===== config.mk =====
export PLATFORM = sky130hd
export DESIGN_NAME = adc_channel_sequencer_history_sum_flat
export DESIGN_NICKNAME = d
export VERILOG_FILES = /design/src/design/acs_pkg.sv /design/src/design/acs_if.sv /design/src/design/acs_ram.sv /design/src/design/adc_channel_sequencer_history_sum.sv /design/src/flat_wrapper.sv
export SDC_FILE = /design/constraint.sdc
export NUM_CORES = 1
export LEC_CHECK = 0
export BUFFER_PORTS_ARGS = -buffer_cell sky130_fd_sc_hd__buf_2
export CAP_MARGIN = 20
export CORE_UTILIZATION = 25
export CTS_CLUSTER_SIZE = 8
export DETAILED_ROUTE_END_ITERATION = 8
export PLACE_DENSITY_LB_ADDON = 0.1
export SYNTH_ARGS = -nofsm -noshare
export SYNTH_HDL_FRONTEND = slang
export SYNTH_SLANG_ARGS = --single-unit

===== constraint.sdc =====
create_clock -name clk_i -period 8.7 [get_ports clk_i]
set_input_delay 1.74 -clock clk_i [delete_from_list [all_inputs] [get_ports clk_i]]
set_output_delay 1.74 -clock clk_i [all_outputs]
set_load 0.1 [all_outputs]

===== src/design/acs_pkg.sv =====
`timescale 1ns / 1ps

package acs_pkg;

  // Field widths
  localparam int unsigned SAMPLE_W = 10;
  localparam int unsigned COUNT_W  = 8;
  localparam int unsigned CHAN_W   = 3;
  localparam int unsigned SUM_W    = 16;
  localparam int unsigned POS_W    = 5;
  localparam int unsigned SEQ_SLOTS = 32;

  // Analog mux codes of the scan sequence; the low three bits select the channel
  localparam logic [7:0] CHAN_MASK = 8'h07;
  localparam logic [7:0] MUX_TABLE [SEQ_SLOTS] = '{
    8'h40, 8'h41, 8'h42, 8'h43, 8'h40, 8'h41, 8'h42, 8'h44,
    8'h40, 8'h41, 8'h42, 8'h45, 8'h40, 8'h41, 8'h42, 8'h46,
    8'h40, 8'h41, 8'h42, 8'h47, 8'h40, 8'h41, 8'h42, 8'h40,
    8'h40, 8'h41, 8'h42, 8'h41, 8'h40, 8'h41, 8'h42, 8'h42
  };

  typedef enum logic {
    ACT_CONVERT = 1'b0,
    ACT_COLLECT = 1'b1
  } action_e;

  typedef enum logic [4:0] {
    ST_CLEAR = 5'b00001,
    ST_IDLE  = 5'b00010,
    ST_WALK  = 5'b00100,
    ST_DRAIN = 5'b01000,
    ST_EMIT  = 5'b10000
  } state_e;

  typedef struct packed {
    logic               fresh;
    logic [CHAN_W-1:0]  next_channel;
    logic [CHAN_W-1:0]  channel_index;
    logic [SUM_W-1:0]   channel_sum;
    logic [COUNT_W-1:0] new_count;
    logic               last_result;
  } out_item_t;

endpackage


===== src/design/acs_if.sv =====
`timescale 1ns / 1ps

// Input channel: conversion or collect transaction
interface acs_in_if;
  import acs_pkg::*;

  logic               valid;
  logic               ready;
  logic               action;
  logic [SAMPLE_W-1:0] sample;
  logic [COUNT_W-1:0] last_seen_count;

  modport source (output valid, output action, output sample, output last_seen_count,
                  input ready);
  modport sink   (input valid, input action, input sample, input last_seen_count,
                  output ready);
endinterface

// Output channel: one result transaction
interface acs_out_if;
  import acs_pkg::*;

  logic               valid;
  logic               ready;
  logic               fresh;
  logic [CHAN_W-1:0]  next_channel;
  logic [CHAN_W-1:0]  channel_index;
  logic [SUM_W-1:0]   channel_sum;
  logic [COUNT_W-1:0] new_count;
  logic               last_result;

  modport source (output valid, output fresh, output next_channel, output channel_index,
                  output channel_sum, output new_count, output last_result,
                  input ready);
  modport sink   (input valid, input fresh, input next_channel, input channel_index,
                  input channel_sum, input new_count, input last_result,
                  output ready);
endinterface


===== src/design/acs_ram.sv =====
`timescale 1ns / 1ps

module acs_ram #(
  parameter int unsigned WIDTH  = 10,
  parameter int unsigned DEPTH  = 32,
  parameter int unsigned ADDR_W = (DEPTH > 1) ? $clog2(DEPTH) : 1
) (
  input  logic              clk_i,
  input  logic              we_i,
  input  logic [ADDR_W-1:0] addr_i,
  input  logic [WIDTH-1:0]  wdata_i,
  output logic [WIDTH-1:0]  rdata_o
);

  logic [WIDTH-1:0] mem_q [DEPTH];
  logic [WIDTH-1:0] rdata_q;

  // Single port, registered read
  always_ff @(posedge clk_i) begin
    if (we_i) begin
      mem_q[addr_i] <= wdata_i;
    end
    rdata_q <= mem_q[addr_i];
  end

  assign rdata_o = rdata_q;

endmodule


===== src/design/adc_channel_sequencer_history_sum.sv =====
`timescale 1ns / 1ps

// ADC scan sequencer with a boxcar history per channel. A conversion transaction
// stores its sample in the history of the channel now selected (one RAM write),
// steps the scan sequence and returns the next channel in a result registered
// in the cycle after it is taken; a collect transaction whose count matches
// returns one stale result the same way. A fresh collect walks the history RAM
// one entry per cycle and returns one sum per channel, pausing after each channel
// while its sum waits for the output register. After reset the block clears the
// RAM, one entry per cycle, before it takes its first transaction.
// A finished result sits in an output register; the next transaction is taken
// in the cycle that result is accepted.
module adc_channel_sequencer_history_sum #(
  parameter int unsigned HISTORY_DEPTH   = 4,
  parameter int unsigned SEQUENCE_LENGTH = 20,
  parameter int unsigned CHANNEL_COUNT   = 8
) (
  input  logic      clk_i,
  input  logic      rst_ni,
  acs_in_if.sink    in_i,
  acs_out_if.source out_o
);
  import acs_pkg::*;

  localparam int unsigned NUM_ENTRIES = CHANNEL_COUNT * HISTORY_DEPTH;
  localparam int unsigned ADDR_W = (NUM_ENTRIES > 1) ? $clog2(NUM_ENTRIES) : 1;
  localparam int unsigned PTR_W  = (HISTORY_DEPTH > 1) ? $clog2(HISTORY_DEPTH) : 1;
  localparam int unsigned CH_W   = (CHANNEL_COUNT > 1) ? $clog2(CHANNEL_COUNT) : 1;

  localparam logic [ADDR_W-1:0] LAST_ADDR = ADDR_W'(NUM_ENTRIES - 1);
  localparam logic [PTR_W-1:0]  LAST_J    = PTR_W'(HISTORY_DEPTH - 1);
  localparam logic [CHAN_W-1:0] LAST_CH   = CHAN_W'(CHANNEL_COUNT - 1);

  // Channel of a sequence slot, reduced modulo the channel count
  function automatic logic [CHAN_W-1:0] chan_at(input logic [POS_W-1:0] pos);
    logic [CHAN_W:0] v;
    logic [7:0]      code;
    code = MUX_TABLE[pos] & CHAN_MASK;
    v    = {1'b0, code[CHAN_W-1:0]};
    for (int k = 0; k < 8; k++) begin
      if (v >= (CHAN_W+1)'(CHANNEL_COUNT)) begin
        v = v - (CHAN_W+1)'(CHANNEL_COUNT);
      end
    end
    return v[CHAN_W-1:0];
  endfunction

  state_e              state_q, state_d;
  logic [ADDR_W-1:0]   addr_q, addr_d;
  logic [PTR_W-1:0]    j_q, j_d;
  logic [CHAN_W-1:0]   ch_q, ch_d;
  logic [SUM_W-1:0]    acc_q, acc_d;
  logic [POS_W-1:0]    pos_q, pos_d;
  logic [COUNT_W-1:0]  cnt_q, cnt_d;
  logic [PTR_W-1:0]    ptr_q [CHANNEL_COUNT];
  logic [PTR_W-1:0]    ptr_d [CHANNEL_COUNT];
  logic                out_vld_q, out_vld_d;
  out_item_t           out_q, out_d;

  logic                out_free;
  logic                in_acc;
  logic [CHAN_W-1:0]   cur_ch;
  logic [CH_W-1:0]     cur_idx;
  logic [PTR_W-1:0]    cur_ptr;
  logic [POS_W:0]      pos_inc;
  logic [POS_W-1:0]    pos_next;
  logic [CHAN_W-1:0]   nxt_ch;
  logic [CHAN_W-1:0]   now_ch;
  logic [ADDR_W-1:0]   conv_addr;

  logic                ram_we;
  logic [ADDR_W-1:0]   ram_addr;
  logic [SAMPLE_W-1:0] ram_wdata;
  logic [SAMPLE_W-1:0] ram_rdata;

  // Handshake
  assign out_free   = !out_vld_q || out_o.ready;
  assign in_i.ready = (state_q == ST_IDLE) && out_free;
  assign in_acc     = in_i.valid && in_i.ready;

  // Sequence stepping and write slot of the selected channel
  assign cur_ch    = chan_at(pos_q);
  assign cur_idx   = cur_ch[CH_W-1:0];
  assign cur_ptr   = ptr_q[cur_idx];
  assign pos_inc   = {1'b0, pos_q} + (POS_W+1)'(1);
  assign pos_next  = (pos_inc >= (POS_W+1)'(SEQUENCE_LENGTH)) ? '0 : pos_inc[POS_W-1:0];
  assign nxt_ch    = chan_at(pos_next);
  assign now_ch    = cur_ch;
  assign conv_addr = ADDR_W'(cur_ch) * ADDR_W'(HISTORY_DEPTH) + ADDR_W'(cur_ptr);

  // History RAM port
  assign ram_we    = (state_q == ST_CLEAR) ||
                     (in_acc && (in_i.action == ACT_CONVERT));
  assign ram_addr  = (state_q == ST_IDLE) ? conv_addr : addr_q;
  assign ram_wdata = (state_q == ST_CLEAR) ? '0 : in_i.sample;

  acs_ram #(
    .WIDTH (SAMPLE_W),
    .DEPTH (NUM_ENTRIES)
  ) u_hist_ram (
    .clk_i   (clk_i),
    .we_i    (ram_we),
    .addr_i  (ram_addr),
    .wdata_i (ram_wdata),
    .rdata_o (ram_rdata)
  );

  // Control
  always_comb begin
    state_d   = state_q;
    addr_d    = addr_q;
    j_d       = j_q;
    ch_d      = ch_q;
    acc_d     = acc_q;
    pos_d     = pos_q;
    cnt_d     = cnt_q;
    ptr_d     = ptr_q;
    out_vld_d = out_vld_q && !out_o.ready;
    out_d     = out_q;

    case (state_q)
      ST_CLEAR: begin
        addr_d = addr_q + ADDR_W'(1);
        if (addr_q == LAST_ADDR) begin
          addr_d  = '0;
          state_d = ST_IDLE;
        end
      end

      ST_IDLE: begin
        if (in_acc) begin
          out_vld_d           = 1'b1;
          out_d.fresh         = 1'b0;
          out_d.channel_index = '0;
          out_d.channel_sum   = '0;
          out_d.last_result   = 1'b1;
          out_d.next_channel  = now_ch;
          out_d.new_count     = cnt_q;
          if (in_i.action == ACT_CONVERT) begin
            // Ring slot replaces the oldest entry; the sum ignores order
            ptr_d[cur_idx]     = (cur_ptr == LAST_J) ? '0 : cur_ptr + PTR_W'(1);
            pos_d              = pos_next;
            out_d.next_channel = nxt_ch;
            if (nxt_ch == '0) begin
              cnt_d           = cnt_q + COUNT_W'(1);
              out_d.new_count = cnt_q + COUNT_W'(1);
            end
          end else if (in_i.last_seen_count != cnt_q) begin
            // Fresh collect: walk the RAM instead of answering now
            out_vld_d = 1'b0;
            addr_d    = '0;
            j_d       = '0;
            ch_d      = '0;
            acc_d     = '0;
            state_d   = ST_WALK;
          end
        end
      end

      ST_WALK: begin
        // Read data of the previous address arrives this cycle
        if (j_q != '0) begin
          acc_d = acc_q + SUM_W'(ram_rdata);
        end
        addr_d = addr_q + ADDR_W'(1);
        if (j_q == LAST_J) begin
          state_d = ST_DRAIN;
        end else begin
          j_d = j_q + PTR_W'(1);
        end
      end

      ST_DRAIN: begin
        acc_d   = acc_q + SUM_W'(ram_rdata);
        state_d = ST_EMIT;
      end

      ST_EMIT: begin
        if (out_free) begin
          out_vld_d           = 1'b1;
          out_d.fresh         = 1'b1;
          out_d.next_channel  = now_ch;
          out_d.channel_index = ch_q;
          out_d.channel_sum   = acc_q;
          out_d.new_count     = cnt_q;
          out_d.last_result   = (ch_q == LAST_CH);
          if (ch_q == LAST_CH) begin
            state_d = ST_IDLE;
          end else begin
            ch_d    = ch_q + CHAN_W'(1);
            j_d     = '0;
            acc_d   = '0;
            state_d = ST_WALK;
          end
        end
      end

      default: begin
        state_d = ST_IDLE;
      end
    endcase
  end

  // Registers
  always_ff @(posedge clk_i or negedge rst_ni) begin
    if (!rst_ni) begin
      state_q   <= ST_CLEAR;
      addr_q    <= '0;
      j_q       <= '0;
      ch_q      <= '0;
      pos_q     <= '0;
      cnt_q     <= '0;
      out_vld_q <= 1'b0;
      for (int i = 0; i < CHANNEL_COUNT; i++) begin
        ptr_q[i] <= '0;
      end
    end else begin
      state_q   <= state_d;
      addr_q    <= addr_d;
      j_q       <= j_d;
      ch_q      <= ch_d;
      pos_q     <= pos_d;
      cnt_q     <= cnt_d;
      out_vld_q <= out_vld_d;
      ptr_q     <= ptr_d;
    end
  end

  // Payload, no reset
  always_ff @(posedge clk_i) begin
    acc_q <= acc_d;
    out_q <= out_d;
  end

  // Output channel
  assign out_o.valid         = out_vld_q;
  assign out_o.fresh         = out_q.fresh;
  assign out_o.next_channel  = out_q.next_channel;
  assign out_o.channel_index = out_q.channel_index;
  assign out_o.channel_sum   = out_q.channel_sum;
  assign out_o.new_count     = out_q.new_count;
  assign out_o.last_result   = out_q.last_result;

endmodule


===== src/flat_wrapper.sv =====
// flat-port wrapper written by rule: the top's interface ports become plain ports
module adc_channel_sequencer_history_sum_flat import acs_pkg::*;
#(
  parameter int unsigned HISTORY_DEPTH   = 4,
  parameter int unsigned SEQUENCE_LENGTH = 20,
  parameter int unsigned CHANNEL_COUNT   = 8
)
  (clk_i, rst_ni, in_i_valid, in_i_action, in_i_sample, in_i_last_seen_count, in_i_ready, out_o_valid, out_o_fresh, out_o_next_channel, out_o_channel_index, out_o_channel_sum, out_o_new_count, out_o_last_result, out_o_ready);
  acs_in_if in_i_i ();
  acs_out_if out_o_i ();
  input  logic clk_i;
  input  logic rst_ni;
  input wire logic [$bits(in_i_i.valid)-1:0] in_i_valid;
  input wire logic [$bits(in_i_i.action)-1:0] in_i_action;
  input wire logic [$bits(in_i_i.sample)-1:0] in_i_sample;
  input wire logic [$bits(in_i_i.last_seen_count)-1:0] in_i_last_seen_count;
  output wire logic [$bits(in_i_i.ready)-1:0] in_i_ready;
  output wire logic [$bits(out_o_i.valid)-1:0] out_o_valid;
  output wire logic [$bits(out_o_i.fresh)-1:0] out_o_fresh;
  output wire logic [$bits(out_o_i.next_channel)-1:0] out_o_next_channel;
  output wire logic [$bits(out_o_i.channel_index)-1:0] out_o_channel_index;
  output wire logic [$bits(out_o_i.channel_sum)-1:0] out_o_channel_sum;
  output wire logic [$bits(out_o_i.new_count)-1:0] out_o_new_count;
  output wire logic [$bits(out_o_i.last_result)-1:0] out_o_last_result;
  input wire logic [$bits(out_o_i.ready)-1:0] out_o_ready;
  assign in_i_i.valid = in_i_valid;
  assign in_i_i.action = in_i_action;
  assign in_i_i.sample = in_i_sample;
  assign in_i_i.last_seen_count = in_i_last_seen_count;
  assign in_i_ready = in_i_i.ready;
  assign out_o_valid = out_o_i.valid;
  assign out_o_fresh = out_o_i.fresh;
  assign out_o_next_channel = out_o_i.next_channel;
  assign out_o_channel_index = out_o_i.channel_index;
  assign out_o_channel_sum = out_o_i.channel_sum;
  assign out_o_new_count = out_o_i.new_count;
  assign out_o_last_result = out_o_i.last_result;
  assign out_o_i.ready = out_o_ready;
  adc_channel_sequencer_history_sum #(.HISTORY_DEPTH(HISTORY_DEPTH), .SEQUENCE_LENGTH(SEQUENCE_LENGTH), .CHANNEL_COUNT(CHANNEL_COUNT)) u_core (.clk_i(clk_i), .rst_ni(rst_ni), .in_i(in_i_i), .out_o(out_o_i));
endmodule

Word-level counts from Yosys, hierarchy flattened
Memories as Yosys holds them, arrays and structs flattened. A register that Yosys moved wholly into a read port is not among the register bits.
Cells that the tools add are included.
Widths: inputs -> output; s select.
{"block": "op_classes", "addsub": 8, "order_cmp": 5, "n_eq_ne": 19, "mux": 60, "bitwise_logic": 4, "n_reduce_logical": 23}
{"op": "$mux 16", "count": 6}
{"op": "$mux 32", "count": 2}
{"op": "$pmux 16 s4", "count": 1}
{"op": "$pmux 32 s2", "count": 1}
{"op": "$mux 5", "count": 12}
{"op": "$mux 3", "count": 11}
{"op": "$pmux 5 s5", "count": 1}
{"op": "$mux 2", "count": 10}
{"op": "$add 16x10->16", "count": 1}
{"op": "$bwmux 16", "count": 1}
{"op": "$mux 8", "count": 2}
{"op": "$pmux 5 s3", "count": 1}
{"op": "$reduce_and 7->1", "count": 2}
{"op": "$ge 6x6->1 const B", "count": 2}
{"op": "$not 5->6", "count": 2}
{"op": "$reduce_and 6->1", "count": 2}
{"op": "$eq 5x5->1 const B", "count": 2}
{"op": "$mux 10", "count": 1}
{"op": "$ne 2x2->1 const B", "count": 5}
{"op": "$add 8x1->8 const B", "count": 1}
{"op": "$ne 2x1->1 const B", "count": 4}
{"op": "$ne 8x8->1", "count": 1}
{"op": "$add 5x1->6 const B", "count": 1}
{"op": "$bmux 2 s3", "count": 1}
{"op": "other kinds (30)", "count": 46}
{"block": "totals", "ff_bits": 93, "mem_bits_rw": 320, "rom_bits": 512, "out_inout_bits": 34, "n_memories": 3}
{"memory": "u_core.u_hist_ram.mem_q", "depth": 32, "word_bits": 10, "rd": 1, "rd_clocked_by_memory_dff": 1, "write_ports": 1, "line_no": "acs_ram.sv:15", "rtl": "logic [WIDTH-1:0] mem_q [DEPTH];"}
{"memory": "(name not given)", "depth": 32, "word_bits": 8, "rd": 1, "rd_clocked_by_memory_dff": 0, "write_ports": 0, "line_no": "adc_channel_sequencer_history_sum.sv:38", "rtl": "code = MUX_TABLE[pos] & CHAN_MASK;"}
{"memory": "(name not given)", "depth": 32, "word_bits": 8, "rd": 1, "rd_clocked_by_memory_dff": 0, "write_ports": 0, "line_no": "adc_channel_sequencer_history_sum.sv:38"}

Logic depth before layout (Yosys ltp)
Gate-level depths: netlist of run 1.
{"block": "logic_depth", "ltp_word": 12, "mapped_depth": 13, "mapped_depth_nobuf": 11}

Cells and area by module
Synthesis of run 1 repeated with hierarchy kept, for this count alone.
{"block": "unflattened", "cells_unflattened": 1192, "hier_area_um2": 17900.9}
{"mod": "acs_ram", "n_inst": 1, "cells_each": 699, "area_each_um2": 12634.6}
{"mod": "adc_channel_sequencer_history_sum", "n_inst": 1, "cells_each": 493, "area_each_um2": 5266.3}

Worst setup path before layout of run 1
No wires, ideal clock.
{"block": "synth_timing", "path_type": "input to output", "from": "input port out_o_ready", "to": "output port in_i_ready", "arrival_time_ps": 3048, "t_required_ps": 6960, "path_slack_ps": 3912, "path_stages": 2, "path_cell_list": "nor2b_1 nor2_1"}
{"block": "synth_via", "elab_chain_len": 2}
{"item": "start, declared", "line_no": "flat_wrapper.sv:25", "rtl": "input wire logic [$bits(out_o_i.ready)-1:0] out_o_ready;"}
{"item": "$logic_or 1x1->1", "line_no": "adc_channel_sequencer_history_sum.sv:77", "rtl": "assign out_free = !out_vld_q || out_o.ready;"}
{"item": "$logic_and 1x1->1", "line_no": "adc_channel_sequencer_history_sum.sv:78", "rtl": "assign in_i.ready = (state_q == ST_IDLE) && out_free;"}
{"item": "end, declared", "line_no": "flat_wrapper.sv:17", "rtl": "output wire logic [$bits(in_i_i.ready)-1:0] in_i_ready;"}
Every way passes these cells.

Worst setup path in the final report of run 1
{"block": "layout_timing", "from": "register u_core.pos_q[2]", "to": "memory u_core.u_hist_ram.mem_q[17][8] (enable)"}
{"block": "layout_via", "elab_chain_len": 10}
{"item": "start, declared", "line_no": "adc_channel_sequencer_history_sum.sv:53", "rtl": "logic [POS_W-1:0] pos_q, pos_d;"}
{"item": "start signal, assigned", "line_no": "adc_channel_sequencer_history_sum.sv:222", "rtl": "pos_q <= pos_d;"}
{"item": "$not 5->6 (implied by the code) *", "line_no": "adc_channel_sequencer_history_sum.sv:38"}
{"item": "$mem_v2 32x8 *"}
{"item": "$mux 3 (implied by the code) * (2 in series)", "line_no": "adc_channel_sequencer_history_sum.sv:38"}
{"item": "$not 3->4 (implied by the code)", "line_no": "adc_channel_sequencer_history_sum.sv:84", "rtl": "assign cur_ptr = ptr_q[cur_idx];"}
{"item": "$bmux 2 s3", "line_no": "adc_channel_sequencer_history_sum.sv:84"}
{"item": "$mux 2 (implied by the code) (2 in series)", "line_no": "adc_channel_sequencer_history_sum.sv:84"}
{"item": "$add 5x2->5 *", "line_no": "adc_channel_sequencer_history_sum.sv:89", "rtl": "assign conv_addr = ADDR_W'(cur_ch) * ADDR_W'(HISTORY_DEPTH) + ADDR_W'(cur_ptr);"}
{"item": "$mux 5 *", "line_no": "adc_channel_sequencer_history_sum.sv:94", "rtl": "assign ram_addr = (state_q == ST_IDLE) ? conv_addr : addr_q;"}
{"item": "end, declared", "line_no": "acs_ram.sv:15"}
Every way passes the cells marked *; elsewhere a longest branch is shown, timed or not. The select of a mux whose other input is x is not followed.

==> results of run 1 <==
per-layer routing:
metal  up-vias  global-route usage  share of wire
li1       5452                   -              -
met1      6244               0.225           0.45
met2       339               0.275           0.48
met3        77              0.0244          0.048
met4         0              0.0430          0.019
met5         -                   0              0
area by class of cell:
| type | instances | area share |
|---|---|---|
| clock buffers | 80 | 0.0730 |
| clock inverters | 5 | 0.00394 |
| inverters | 29 | 0.00504 |
| multi-input cells | 845 | 0.266 |
| flip-flops and latches | 423 | 0.574 |
| well taps | 959 | 0.0556 |
| repair buffers | 83 | 0.0224 |
per-stage QoR:
stage,util,instances,worst slack (ns),hold WS (ns)
after global routing,0.295,2424,3.00,0.511
after CTS,0.295,2423,3.33,0.477
after detailed placement,0.272,2338,3.32,0.467
final,0.295,2424,3.36,0.474
after floorplan,-,1382,3.91,0.444
after global placement,0.272,2338,3.43,0.468
power breakdown:
| group | leakage, nW | switching [mW] | internal [mW] | total, mW |
|---|---|---|---|---|
| sequential | 4.01 | 0.172 | 2.44 | 2.61 |
| combinational | 2.72 | 2.08 | 0.873 | 2.96 |
| clock | 0.799 | 0.884 | 1.24 | 2.13 |
cell families after synthesis:
logic type / count (synthesis) / share of synthesized area
buffers and inverters: 114 / 0.0259
AND/OR/NAND/NOR: 428 / 0.121
AO/OA/AOI/OAI: 259 / 0.0966
multiplexers: 100 / 0.0582
flip-flops: 423 / 0.666
XOR/XNOR: 36 / 0.0174
adder cells (fa/ha/maj): 22 / 0.0152
flip-flops by register name (all words and copies together), names as in the netlist:
name / cells
u_core.ch_q: 3
u_core.out_o.last_result: 1
u_core.u_hist_ram.mem_q: 320
u_core.out_o.new_count: 8
u_core.cnt_q: 8
u_core.state_q: 5
u_core.out_o.channel_sum: 16
u_core.u_hist_ram.rdata_o: 10
u_core.out_o.next_channel: 3
u_core.acc_q: 16
u_core.ptr_q: 16
u_core.j_q: 2
u_core.addr_q: 5
u_core.out_o.valid: 1
u_core.pos_q: 5
u_core.out_o.channel_index: 3
u_core.out_o.fresh: 1
worst min-delay path by stage:
stage	startpoint	end	slack [ns]	cells after the start
3_5_place_dp	u_core.ptr_q[0]	u_core.ptr_q[0]	0.47	1
3_3_place_gp	u_core.ptr_q[15]	u_core.ptr_q[15]	0.47	2
2_1_floorplan	u_core.ptr_q[8]	u_core.ptr_q[8]	0.44	1
6_report	u_core.ptr_q[0]	u_core.ptr_q[0]	0.47	1
5_1_grt	u_core.ptr_q[0]	u_core.ptr_q[0]	0.51	1
4_1_cts	u_core.ptr_q[0]	u_core.ptr_q[0]	0.48	1
layout by cell type (no fill, tap or decap), types with 29 or more instances in the layout:
| cell type | n |
|---|---|
| nor2_1 | 74 |
| clkbuf_16 | 59 |
| mux2_2 | 38 |
| o21ai_0 | 42 |
| inv_1 | 29 |
| edfxtp_1 | 368 |
| dfrtp_1 | 44 |
| nand2_1 | 151 |
| mux2i_1 | 58 |
| and4_1 | 66 |
| buf_2 | 56 |
| o2111ai_1 | 40 |
| a31oi_1 | 76 |
==> impl_metrics.json, run 1 <==
{
  "cts_buffer_depth": 3,
  "cts_sinks": 423,
  "r2r_slack_ns": 3.36,
  "setup_viol": 0,
  "async_flop_share": 0.106,
  "start_util": 0.254,
  "track_usage": 0.166,
  "min_period_ns": 5.34,
  "synthTopCellsByCount": "edfxtp_1, nand2_1, a31oi_1, nor2_1, and4_1",
  "cts_buffers": 59,
  "yosysWarnings": 0,
  "final-hold-violation-count": 0,
  "area_delta_synth_final_pct": 16.1,
  "cts_tree": "built",
  "drv_slew": 0,
  "synth_ff_type": "edfxtp_1",
  "critPathLaunchType": "flip-flop",
  "p_per_area_mw_per_mm2": 356,
  "rr_startpoint": "u_core.pos_q[2]",
  "status": "finished, violations left",
  "drt-total-wl_mm": 62.6,
  "ff2ff_path_depth": 9,
  "cts_max_level": 2,
  "worstSkewPairLatency_ns": 0.64,
  "total_power_mw": 7.69,
  "fp.dieW_um": 275,
  "grt-ovfl-total": 0,
  "violations": "design-rule violations",
  "cp_top_family": "simple AND/OR/NAND/NOR gates",
  "setup_tns_ns": 0,
  "vias": 12112,
  "yosysSeqAreaShare": 0.666,
  "worstSetupPathType": "flip-flop to flip-flop",
  "crit_end": "u_core.u_hist_ram.mem_q[17][8]",
  "synthCells": 1382,
  "drtIter0Drc": 1063,
  "hold_buffers": 0,
  "syn-cell-area_mm2": 0.0186,
  "diodes": 0,
  "io_pins": 57,
  "synth_area_leader_cell": "edfxtp_1",
  "synth_edf_count": 368,
  "antenna_left": 0,
  "dieArea_mm2": 0.0754,
  "path_depth": 9,
  "min_period_over_period": 0.614,
  "critPathRequiredTime_ns": 8.95,
  "ys_types": 60,
  "worst_pin_slew_ns": 1.17,
  "holdCritPathClass": "flip-flop to flip-flop",
  "core_mm2": 0.0732,
  "critPathMaxFanout": 64,
  "slowest_stage": "nor2_1",
  "cp_common_cell": "buf_4",
  "path_clk_slew_ns": 0.05,
  "drive_gt1_frac": 0.141,
  "end_kind": "flip-flop",
  "post_cts_buffers": 0,
  "drv_cap": 0,
  "slowest_delay_ns": 0.83,
  "grt_pass1_wl_mm": 89.6,
  "cts_resized": 0,
  "cts_root_buf": "clkbuf_16",
  "firstDrtPassIters": 7,
  "multi_input_area_mm2": 0.00575,
  "wl_per_cell_um": 25.8,
  "regArea_mm2": 0.0124,
  "finalInstanceArea_mm2": 0.0216,
  "leakagePower_nw": 7.53,
  "fmax_mhz": 187,
  "finClkSkew_ns": 0.0255,
  "rsz0062_at_grt": "no",
  "synth_area_leaders": "edfxtp_1, dfrtp_1, mux2i_1",
  "yosysMostFrequentCell": "edfxtp_1",
  "place_area_mm2": 0.0199,
  "fill_cells": 7353,
  "die_h_um": 275,
  "nets": 1486,
  "cp-startpoint": "u_core.pos_q[2]",
  "postSynthNetCount": 1427,
  "grt_max_degree": 65,
  "vdd_drop_max_mv": 0.146,
  "ys_ff_latch": 423,
  "crit_buf_inv": 2,
  "grt_pass1_vias": 12182,
  "worstReg2RegEnd": "u_core.u_hist_ram.mem_q[17][8]",
  "antenna_found_initial": 0,
  "rows": 99,
  "io_buffers": 56,
  "cp.arrival_ns": 5.60,
  "place_hpwl_mm": 41.2,
  "drc_errors": 5,
  "synth.avg_cell_area_um2": 13.4,
  "vias_per_cell": 5.00,
  "gp_congestion": 0.836,
  "crit_chain": "xor2_2 -> mux2i_4 -> mux2i_2 -> a22oi_2 -> buf_4 -> nand2_4 -> buf_4 -> nand2_1 -> nor2_1",
  "synth_top_area_share": 0.595,
  "maxSlewHeadroom": 0.216
}
Note: power is estimated with default switching activity, not from simulation.
==> run 2: changes to the inputs <==
clock period = 5.25 ns   (was 8.7 ns; I/O delays follow)
==> run 2 against run 1 <==
The run still ends with design-rule violations left. Clock skew grew 0.0053 ns. First-iteration DRC count shrank 15%. Global-route usage fell by 0.053 points. Non-clock buffer count rose by 48. Largest cell class unchanged.
==> impl_metrics.json, run 2 (synthesized netlist as in run 1, its figures left out) <==
{
  "status": "finished, violations left",
  "violations": "design-rule violations",
  "drtIter0Drc": 905,
  "maxSlewHeadroom": 0.306,
  "drc_errors": 5,
  "drive_gt1_frac": 0.165,
  "cts_buffer_depth": 3,
  "slowest_stage": "dfrtp_1",
  "drv_slew": 0,
  "wl_per_cell_um": 24.9,
  "core_mm2": 0.0732,
  "p_per_area_mw_per_mm2": 588,
  "io_buffers": 56,
  "start_util": 0.254,
  "vias_per_cell": 4.84,
  "cts_root_buf": "clkbuf_16",
  "vias": 12083,
  "critPathRequiredTime_ns": 5.76,
  "grt_max_degree": 46,
  "worst_pin_slew_ns": 1.04,
  "largest_reg_flops": 320,
  "worstSetupPathType": "flip-flop to flip-flop",
  "cp.arrival_ns": 4.88,
  "clockPowerShare": 0.278,
  "power_switching_mw": 5.24,
  "setup_viol": 0,
  "path_clk_slew_ns": 0.05,
  "leakagePower_nw": 7.82,
  "area_delta_synth_final_pct": 18.6,
  "dieArea_mm2": 0.0754,
  "critPathLaunchType": "flip-flop",
  "crit_chain": "mux2i_4 -> buf_4 -> nor3_1 -> a32o_1 -> o211a_1 -> and4_1 -> a31oi_1 -> o2111ai_1 -> or4_1",
  "hold_depth": 2,
  "post_cts_buffers": 0,
  "hold_buffers": 0,
  "finClkSkew_ns": 0.0308,
  "cts_resized": 0,
  "fp.dieW_um": 275,
  "rsz0062_at_grt": "no",
  "die_h_um": 275,
  "setup_tns_ns": 0,
  "pwr-share-comb": 0.386,
  "p_int_mw": 7.72,
  "total_power_mw": 13.0,
  "regArea_mm2": 0.0124,
  "track_usage": 0.165,
  "diodes": 0,
  "final_common_cell": "edfxtp_1",
  "worstSkewPairLatency_ns": 0.64,
  "power_frac_seq": 0.335,
  "postLayoutCoreUtil": 0.301,
  "fin_cells": 2495,
  "final_cell_mix": "edfxtp_1, nand2_1, a31oi_1",
  "holdCritPathClass": "flip-flop to flip-flop",
  "place_area_mm2": 0.0203,
  "top_register": "u_core.u_hist_ram.mem_q",
  "place_hpwl_mm": 40.6,
  "cts_tree": "built",
  "min_period_over_period": 0.833,
  "vdd_drop_max_mv": 0.310,
  "cts_sinks": 423,
  "fmax_mhz": 229,
  "nets": 1534,
  "swShare": 0.405,
  "critPathMaxFanout": 16,
  "firstDrtPassIters": 7,
  "min_period_ns": 4.37,
  "drt-total-wl_mm": 62.2,
  "grt_pass1_vias": 12189,
  "finalInstanceArea_mm2": 0.0220,
  "antenna_found_initial": 6,
  "rows": 99,
  "end_kind": "flip-flop",
  "cts_buffers": 59,
  "grt_pass1_wl_mm": 89.2,
  "cts_max_level": 2,
  "dp.cells": 2387,
  "antenna_left": 0,
  "grt-ovfl-total": 0,
  "drv_cap": 0,
  "io_pins": 57,
  "final-hold-violation-count": 0,
  "multi_input_area_mm2": 0.00575,
  "fill_cells": 7406,
  "gp_congestion": 0.835,
  "ff2ff_path_depth": 9,
  "slowest_delay_ns": 0.71
}
## run 2: metrics by stage
step / setup WS, ns / hold WS, ns
finish: 0.877 / 0.483
detailed placement: 0.879 / 0.475
global route: 0.643 / 0.513
CTS: 0.848 / 0.488
global placement: 0.896 / 0.471
floorplan: 1.33 / 0.444
## run 2: final timing paths
check	to	from	slack (ns)
min in group asynchronous	u_core.pos_q[4]	rst_ni	0.53
max in group asynchronous	u_core.ptr_q[3]	rst_ni	4.25
hold reg to reg	u_core.ptr_q[5]	u_core.ptr_q[5]	0.48
setup reg to reg	u_core.u_hist_ram.rdata_o[8]	u_core.pos_q[2]	0.88
setup / recovery	u_core.u_hist_ram.rdata_o[8]	u_core.pos_q[2]	0.88
hold / removal	u_core.ptr_q[5]	u_core.ptr_q[5]	0.48
## run 2: layout make-up
class	count	area share
clock buffer	104	0.0751
clock inverter	4	0.00369
inverter	29	0.00494
multi-input combinational	845	0.261
sequential	423	0.562
tap	959	0.0544
timing repair buffer	131	0.0394
## run 2: power by group through the flow
stage / combinational (mW) / sequential (mW) / clock [mW]
floorplan: 3.07 / 4.59 / 0
global placement: 5.04 / 4.41 / 0
detailed placement: 5.06 / 4.41 / 0
CTS: 5.06 / 4.34 / 3.73
global route: 5.40 / 4.39 / 3.85
finish: 5.00 / 4.35 / 3.61
## run 2: layer usage
metal | vias up | part of all wire | track usage
met4 | 0 | 0.024 | 0.0482
met2 | 317 | 0.46 | 0.266
met1 | 6100 | 0.46 | 0.229
met5 | - | 0 | 0
met3 | 83 | 0.049 | 0.0255
li1 | 5583 | - | -
## run 2: critical path: cells and delay by family, from the launching register on
kind	cells	cell delay, ns
AO/OA/AOI/OAI	4	1.64
buffers and inverters	1	0.26
flip-flops	1	0.71
multiplexers	1	0.70
AND/OR/NAND/NOR	3	0.92
